==> src/design/mmn_pkg.sv <==
// shared types and constants for the min-max normaliser
// no dependencies; imported by min_max_normalize and mmn_checker
`default_nettype none

package mmn_pkg;

	// parameter defaults
	localparam int DEPTH_DEF        = 64;
	localparam int SAMPLE_WIDTH_DEF = 16;

	// fixed widths of the q8.8 target registers and the result
	localparam int DATA_W    = 16;
	localparam int RANGE_W   = DATA_W + 1;
	localparam int QUO_W     = DATA_W + 1;
	localparam int DIV_CNT_W = $clog2(QUO_W);

	// target range used when both targets are equal: 0 .. 1.0
	localparam logic signed [DATA_W-1:0] ZERO_Q88 = DATA_W'(0);
	localparam logic signed [DATA_W-1:0] ONE_Q88  = DATA_W'(256);

	// configuration register indexes
	localparam int CFG_IDX_W = 1;
	localparam logic [CFG_IDX_W-1:0] CFG_TARGET_LOW  = 1'b0;
	localparam logic [CFG_IDX_W-1:0] CFG_TARGET_HIGH = 1'b1;

	typedef enum logic [2:0] {
		ST_IDLE,
		ST_READ,
		ST_MUL,
		ST_PREP,
		ST_DIV,
		ST_OUT
	} mmn_state_t;

endpackage

`default_nettype wire

==> src/design/min_max_normalize.sv <==
// min-max normaliser: sample store, running min/max, shared multiply and restoring divider
// depends on mmn_pkg
`default_nettype none

// usage
//  input: a sample beat is taken on a rising edge with start high and busy low.
//  while a block fills, one sample is taken every cycle; the sample flagged
//  last_in, or the one that fills the store, closes the block and raises busy
//  output: each stored sample comes back in arrival order on scaled for exactly
//  one cycle with result_strobe high; last_out marks the final beat of the block.
//  the receiver cannot stall, so results are never held back
//  timing: each result goes through store read, multiply, sign split,
//  17 divider steps and output, one result at a time through the single
//  restoring divider that is shared by all results. busy stays high until
//  the whole block is out; busy falls in the cycle after the last result
//  configuration: cfg_ready is always high; index 0 is target_low and index 1
//  target_high. write only while busy is low
//  reset: block empty, running min/max at their extremes, targets 0 and 1.0;
//  the sample store needs no clearing since only entries of the current
//  block are read
module min_max_normalize
	import mmn_pkg::*;
#(
	parameter int DEPTH        = DEPTH_DEF,
	parameter int SAMPLE_WIDTH = SAMPLE_WIDTH_DEF
) (
	input  wire                           clk,
	input  wire                           arst_n,
	// sample channel
	input  wire                           start,
	output logic                          busy,
	input  wire signed [SAMPLE_WIDTH-1:0] sample,
	input  wire                           last_in,
	// result channel
	output logic                          result_strobe,
	output logic signed [DATA_W-1:0]      scaled,
	output logic                          last_out,
	// configuration channel
	input  wire                           cfg_valid,
	output logic                          cfg_ready,
	input  wire [CFG_IDX_W-1:0]           cfg_index,
	input  wire [DATA_W-1:0]              cfg_data
);

	localparam int IDX_W  = $clog2(DEPTH);
	localparam int CNT_W  = $clog2(DEPTH + 1);
	localparam int DIFF_W = SAMPLE_WIDTH + 1;          // v - min and max - min, never negative
	localparam int PROD_W = DIFF_W + 1 + RANGE_W;      // signed product
	localparam int MAG_W  = DIFF_W + QUO_W - 1;        // product magnitude
	localparam logic signed [SAMPLE_WIDTH-1:0] S_MAX = {1'b0, {(SAMPLE_WIDTH-1){1'b1}}};
	localparam logic signed [SAMPLE_WIDTH-1:0] S_MIN = {1'b1, {(SAMPLE_WIDTH-1){1'b0}}};

	mmn_state_t state_q, state_d;

	logic signed [DATA_W-1:0]       tlow_q, thigh_q;
	logic [SAMPLE_WIDTH-1:0]        mem [DEPTH];
	logic signed [SAMPLE_WIDTH-1:0] rd_q;
	logic signed [SAMPLE_WIDTH-1:0] min_q, max_q;
	logic [CNT_W-1:0]               cnt_q;
	logic [IDX_W-1:0]               idx_q;
	logic signed [PROD_W-1:0]       prod_q;
	logic [DIFF_W-1:0]              rem_q;
	logic [QUO_W-1:0]               quo_q;
	logic                           neg_q;
	logic [DIV_CNT_W-1:0]           div_cnt_q;

	logic                           accept;
	logic [CNT_W-1:0]               cnt_inc;
	logic                           close;
	logic                           last_idx;
	logic signed [DATA_W-1:0]       tl_eff, th_eff;
	logic signed [RANGE_W-1:0]      range_w;
	logic [DIFF_W-1:0]              diff_w, span_w;
	logic signed [PROD_W-1:0]       prod_w, prod_abs;
	logic [DIFF_W:0]                trial;
	logic                           trial_ge;
	logic signed [RANGE_W-1:0]      mid_sum, quo_signed, res_sum;
	logic                           div_done;

	// handshake and block bookkeeping
	assign accept   = start && !busy;
	assign cnt_inc  = cnt_q + CNT_W'(1);
	assign close    = last_in || (cnt_inc == CNT_W'(DEPTH));
	assign last_idx = ((CNT_W'(idx_q) + CNT_W'(1)) == cnt_q);
	assign div_done = (div_cnt_q == DIV_CNT_W'(QUO_W - 1));

	// equal targets fall back to 0 .. 1.0
	assign tl_eff  = (tlow_q == thigh_q) ? ZERO_Q88 : tlow_q;
	assign th_eff  = (tlow_q == thigh_q) ? ONE_Q88  : thigh_q;
	assign range_w = {th_eff[DATA_W-1], th_eff} - {tl_eff[DATA_W-1], tl_eff};

	// shared datapath: subtract, multiply, then one divider step a cycle
	assign diff_w   = {rd_q[SAMPLE_WIDTH-1], rd_q} - {min_q[SAMPLE_WIDTH-1], min_q};
	assign span_w   = {max_q[SAMPLE_WIDTH-1], max_q} - {min_q[SAMPLE_WIDTH-1], min_q};
	assign prod_w   = $signed({1'b0, diff_w}) * range_w;
	assign prod_abs = prod_q[PROD_W-1] ? -prod_q : prod_q;
	assign trial    = {rem_q, quo_q[QUO_W-1]};
	assign trial_ge = (trial >= {1'b0, span_w});

	// result assembly; quotient is at most 65535 so it fits signed 17 bits
	assign mid_sum    = {tlow_q[DATA_W-1], tlow_q} + {thigh_q[DATA_W-1], thigh_q};
	assign quo_signed = neg_q ? -$signed(quo_q) : $signed(quo_q);
	assign res_sum    = {tl_eff[DATA_W-1], tl_eff} + quo_signed;

	// configuration registers
	assign cfg_ready = 1'b1;

	always_ff @(posedge clk or negedge arst_n) begin
		if (!arst_n) begin
			tlow_q  <= ZERO_Q88;
			thigh_q <= ONE_Q88;
		end else if (cfg_valid && cfg_ready) begin
			unique case (cfg_index)
				CFG_TARGET_LOW:  tlow_q  <= $signed(cfg_data);
				CFG_TARGET_HIGH: thigh_q <= $signed(cfg_data);
			endcase
		end
	end

	// sample store, registered read at the emit index
	always_ff @(posedge clk) begin
		if (accept) begin
			mem[cnt_q[IDX_W-1:0]] <= sample;
		end
		rd_q <= $signed(mem[idx_q]);
	end

	// control state: fill count, running extremes, emit index
	always_ff @(posedge clk or negedge arst_n) begin
		if (!arst_n) begin
			state_q   <= ST_IDLE;
			cnt_q     <= '0;
			idx_q     <= '0;
			min_q     <= S_MAX;
			max_q     <= S_MIN;
			div_cnt_q <= '0;
		end else begin
			state_q <= state_d;
			if (accept) begin
				cnt_q <= cnt_inc;
				idx_q <= '0;
				if (sample < min_q) begin
					min_q <= sample;
				end
				if (sample > max_q) begin
					max_q <= sample;
				end
			end
			if (state_q == ST_PREP) begin
				div_cnt_q <= '0;
			end else if (state_q == ST_DIV) begin
				div_cnt_q <= div_cnt_q + DIV_CNT_W'(1);
			end
			if (state_q == ST_OUT) begin
				if (last_idx) begin
					// block done, back to an empty block
					cnt_q <= '0;
					min_q <= S_MAX;
					max_q <= S_MIN;
				end else begin
					idx_q <= idx_q + IDX_W'(1);
				end
			end
		end
	end

	// multiplier and divider registers
	always_ff @(posedge clk) begin
		if (state_q == ST_MUL) begin
			prod_q <= prod_w;
		end
		if (state_q == ST_PREP) begin
			// top part is below the span because the quotient fits QUO_W bits
			neg_q <= prod_q[PROD_W-1];
			rem_q <= DIFF_W'(prod_abs[MAG_W-1:QUO_W]);
			quo_q <= prod_abs[QUO_W-1:0];
		end else if (state_q == ST_DIV) begin
			rem_q <= trial_ge ? DIFF_W'(trial - {1'b0, span_w}) : trial[DIFF_W-1:0];
			quo_q <= {quo_q[QUO_W-2:0], trial_ge};
		end
	end

	// sequencer next state
	always_comb begin
		state_d = state_q;
		unique case (state_q)
			ST_IDLE: begin
				if (accept && close) begin
					state_d = ST_READ;
				end
			end
			ST_READ: state_d = ST_MUL;
			ST_MUL:  state_d = ST_PREP;
			ST_PREP: state_d = ST_DIV;
			ST_DIV: begin
				if (div_done) begin
					state_d = ST_OUT;
				end
			end
			ST_OUT: begin
				state_d = last_idx ? ST_IDLE : ST_READ;
			end
			default: state_d = ST_IDLE;
		endcase
	end

	// outputs
	always_comb begin
		busy          = 1'b1;
		result_strobe = 1'b0;
		last_out      = 1'b0;
		scaled        = res_sum[DATA_W-1:0];
		unique case (state_q)
			ST_IDLE: busy = 1'b0;
			ST_OUT: begin
				result_strobe = 1'b1;
				last_out      = last_idx;
				// flat block: floor of the midpoint of the written targets
				if (span_w == '0) begin
					scaled = mid_sum[RANGE_W-1:1];
				end
			end
			default: busy = 1'b1;
		endcase
	end

endmodule

`default_nettype wire

==> config.mk <==
export PLATFORM = sky130hd
export DESIGN_NAME = min_max_normalize
export DESIGN_NICKNAME = d
export VERILOG_FILES = /design/src/design/mmn_pkg.sv /design/src/design/min_max_normalize.sv
export SDC_FILE = /design/constraint.sdc
export NUM_CORES = 2
export LEC_CHECK = 0
export ABC_AREA = 0
export BUFFER_PORTS_ARGS = -buffer_cell sky130_fd_sc_hd__clkbuf_2
export CORE_ASPECT_RATIO = 0.5
export CORE_MARGIN = 2
export CORE_UTILIZATION = 25
export DETAILED_ROUTE_END_ITERATION = 7
export GPL_TIMING_DRIVEN = 0
export REMOVE_ABC_BUFFERS = 1
export SYNTH_ARGS = -nofsm -noshare
export SYNTH_HDL_FRONTEND = slang
export SYNTH_SLANG_ARGS = --single-unit
==> constraint.sdc <==
create_clock -name clk -period 8.77 [get_ports clk]
set_input_delay 1.754 -clock clk [delete_from_list [all_inputs] [get_ports clk]]
set_output_delay 1.754 -clock clk [all_outputs]
set_load 0.02 [all_outputs]
==> flow_summary.yaml <==
setup_path:
  worst-path-max-fanout: 7
  critical-path-top-cell-by-count: "fa_1"
  timing_worst_setup_path_type: "reg2reg"
  critPathSlowestCell: "fa_1"
  worstRegToRegCells: 35
  cp_data_arrival_time_ns: 9.35
  timing.critical_path.from_type: "flop"
  cp_slowest_stage_delay_ns: 0.51
  cp-end-kind: "flop"
  required_time_at_the_endpoint_of_the_critical_path_ns: 9.21
grt:
  grt_pass1_vias: 35465
  grt_pass1_wl_um: 230800
  overflow: 0
  grt_max_degree: 72
  antenna_found_initial: 12
  gr-usage-all-layers_pct: 12.17
placement:
  place.detailed.hpwl_um: 105400
  routabilityCongestion: 0.8238
  placed_area_um2: 67510
  placement.io_buffers: 56
drt:
  dr_total_vias: 34860
  dr.pass1.iters: 7
  detail_route.drc_violations: 0
  route.detailed.vias_per_inst: 4.586
  postRouteAntennaNets: 0
  routedWlPerCell_um: 20.37
  drt_first_iter_violations: 3240
  routed_wirelength_um: 154800
clock_tree:
  hold_buffers: 0
  htreeDepth: 3
  clockRootBuffer: "clkbuf_16"
  cts_num_sinks: 1194
  cts-root-to-sink-buffers: 3
  tritoncts: "yes"
  worst_skew_pair.late_latency_ns: 0.77
  clk_pin_slew_worst_paths_ns: 0.07
  number_of_buffers_created_by_cts: 111
yosys:
  synth_cells: 4067
  ys_top_cells_by_area: "edfxtp_1 (53%), mux4_2 (12%), fa_1 (7.5%), ha_1 (5.3%), dfrtp_1 (2.8%)"
  netlist.area_leader.share_pct: 53.23
  ys_seq_elements: 1194
  yosysSeqAreaShare_pct: 57.27
  postSynth.asyncResetShare_pct: 7.119
  synth_ff_type: "edfxtp_1"
  synth_enable_flop_cells: 1092
  synth_warnings: 0
  synthDistinctLibCells: 75
  post_synth_instance_area_um2: 61610
  library_cell_occupying_the_most_area_in_the_post_synthesis_netlist: "edfxtp_1"
  synth_area_per_cell_um2: 15.15
sta:
  final-hold-violation-count: 0
  slew_violations: 0
  hold-worst-slack_ns: 0.4989
  final.period_utilization_pct: 101.6
  grt_setup_unrepaired: "yes"
  clock_period_minus_final_worst_setup_slack_ns: 8.909
  relSlewSlack_pct: 10.30
  clock_skew_ns: 0.08487
  achievable-frequency_mhz: 112.2
  worst_slack_ns: -0.1393
  tightestPinTransition_ns: 1.341
  setup_viol_count_final: 4
  totalNegativeSetupSlack_ns: -0.3744
floorplan:
  placement_rows: 128
  die-area_um2: 250700
  start_util_pct: 25.22
  io_pins: 58
  chipHeight_um: 355.0
  fp.coreArea_um2: 244200
  fp.dieW_um: 706.0
layout:
  area_delta_synth_final_pct: 18.52
  layout-drive-gt1-share_pct: 23.42
  layout_commonest_cell: "edfxtp_1"
  final_cell_area_um2: 73020
  final_net_count: 4788
  fillCellCount: 24043
  ff_latch_area_um2: 35300
  layout.cells.most_common_list: "edfxtp_1 (1092), inv_1 (376), mux4_2 (336), nand2_1 (277), ha_1 (224)"
  multi_input_comb_area_um2: 25680
run:
  total_of_max_cap_violations: 0
hold_path:
  hold_class: "reg2reg"
  min_path_cells: 2
outcome:
  run_status: "complete, but fails checks"
  failed_checks: "setup timing"
final cells by class:
cell class	count	share of cell area, %
clock inverter	56	0.8979
multi-input combinational	2335	35.17
tap	3250	5.569
clock buffer	147	4.060
inverter	382	1.969
timing repair buffer	237	3.991
antenna	1	0.003427
sequential	1194	48.34
cells in the mapped netlist, types with 35 or more instances:
| library cell | count |
|---|---|
| ha_1 | 259 |
| mux2_2 | 35 |
| buf_1 | 35 |
| edfxtp_1 | 1092 |
| a21oi_1 | 112 |
| a21o_1 | 45 |
| nor2_1 | 264 |
| inv_1 | 381 |
| clkbuf_1 | 116 |
| dfrtp_1 | 68 |
| xor2_1 | 80 |
| xnor2_1 | 109 |
| o21ai_0 | 106 |
| and2_1 | 50 |
| mux2i_1 | 38 |
| fa_1 | 230 |
| mux4_2 | 336 |
| nand2_1 | 282 |
| nand3_1 | 36 |
path summary, 6_finish.rpt:
check,startpoint,to,slack (ns)
max in group asynchronous,arst_n,min_q[3],7.16
min reg2reg,rem_q[16],rem_q[16],0.50
min in group asynchronous,arst_n,max_q[4],0.90
min,rem_q[16],rem_q[16],0.50
max reg2reg,thigh_q[15],prod_q[31],-0.14
max,thigh_q[15],prod_q[31],-0.14
registers in the layout, indices dropped and copies added, names as in the netlist:
signal     flops
cnt_q          7
div_cnt_q      5
idx_q          6
max_q         16
mem         1024
min_q         16
neg_q          1
prod_q        34
quo_q         17
rd_q          16
rem_q         17
state_q        3
thigh_q       16
tlow_q        16
per-layer routing:
| metal | share of wire (%) | wire, µm | vias up | GRT usage (%) |
|---|---|---|---|---|
| li1 | - | - | 15465 | - |
| met1 | 43 | 66510 | 18158 | 16.19 |
| met2 | 48 | 74460 | 991 | 20.32 |
| met3 | 6.0 | 9222 | 242 | 2.052 |
| met4 | 3.0 | 4600 | 4 | 3.838 |
| met5 | 0.017 | 27 | - | 0 |
per-stage QoR:
stage | utilization [%] | worst slack, ns | cells
finish | 29.90 | -0.1393 | 7602
global route | 29.89 | -0.4582 | 7601
CTS | 29.69 | -0.2275 | 7577
detailed placement | 27.64 | -3.037 | 7312
global placement | 26.76 | -13.05 | 7216
floorplan | - | -6.034 | 3910
worst max-delay path: cells and delay by family, from the launching register on:
| family | cells | cell delay [ns] |
|---|---|---|
| fa+ha+maj | 10 | 3.90 |
| compound gates | 9 | 1.77 |
| simple gates | 8 | 1.50 |
| buf+inv | 6 | 0.56 |
| flops | 1 | 0.43 |
| xor+xnor | 2 | 0.38 |
logic make-up after synthesis:
family	count (synthesis)	synth area share, %
buffers and inverters	539	3.300
other	1	0.006087
flip-flops	1194	57.27
multiplexers	409	13.54
AO/OA/AOI/OAI	416	4.241
AND/OR/NAND/NOR	830	6.225
adder cells (fa/ha/maj)	489	12.73
XOR/XNOR	189	2.687
timing repair:
| action | CTS | global route |
|---|---|---|
| setup buffers | 59 | 15 |
| setup endpoints to repair | 24 | 16 |
| pin swaps | 68 | 43 |
| resized for setup | 149 | 49 |
| cloned | 3 | 1 |
Power is not shown: default switching activity piles up to over one toggle a cycle in this logic, so the estimate is an artifact.
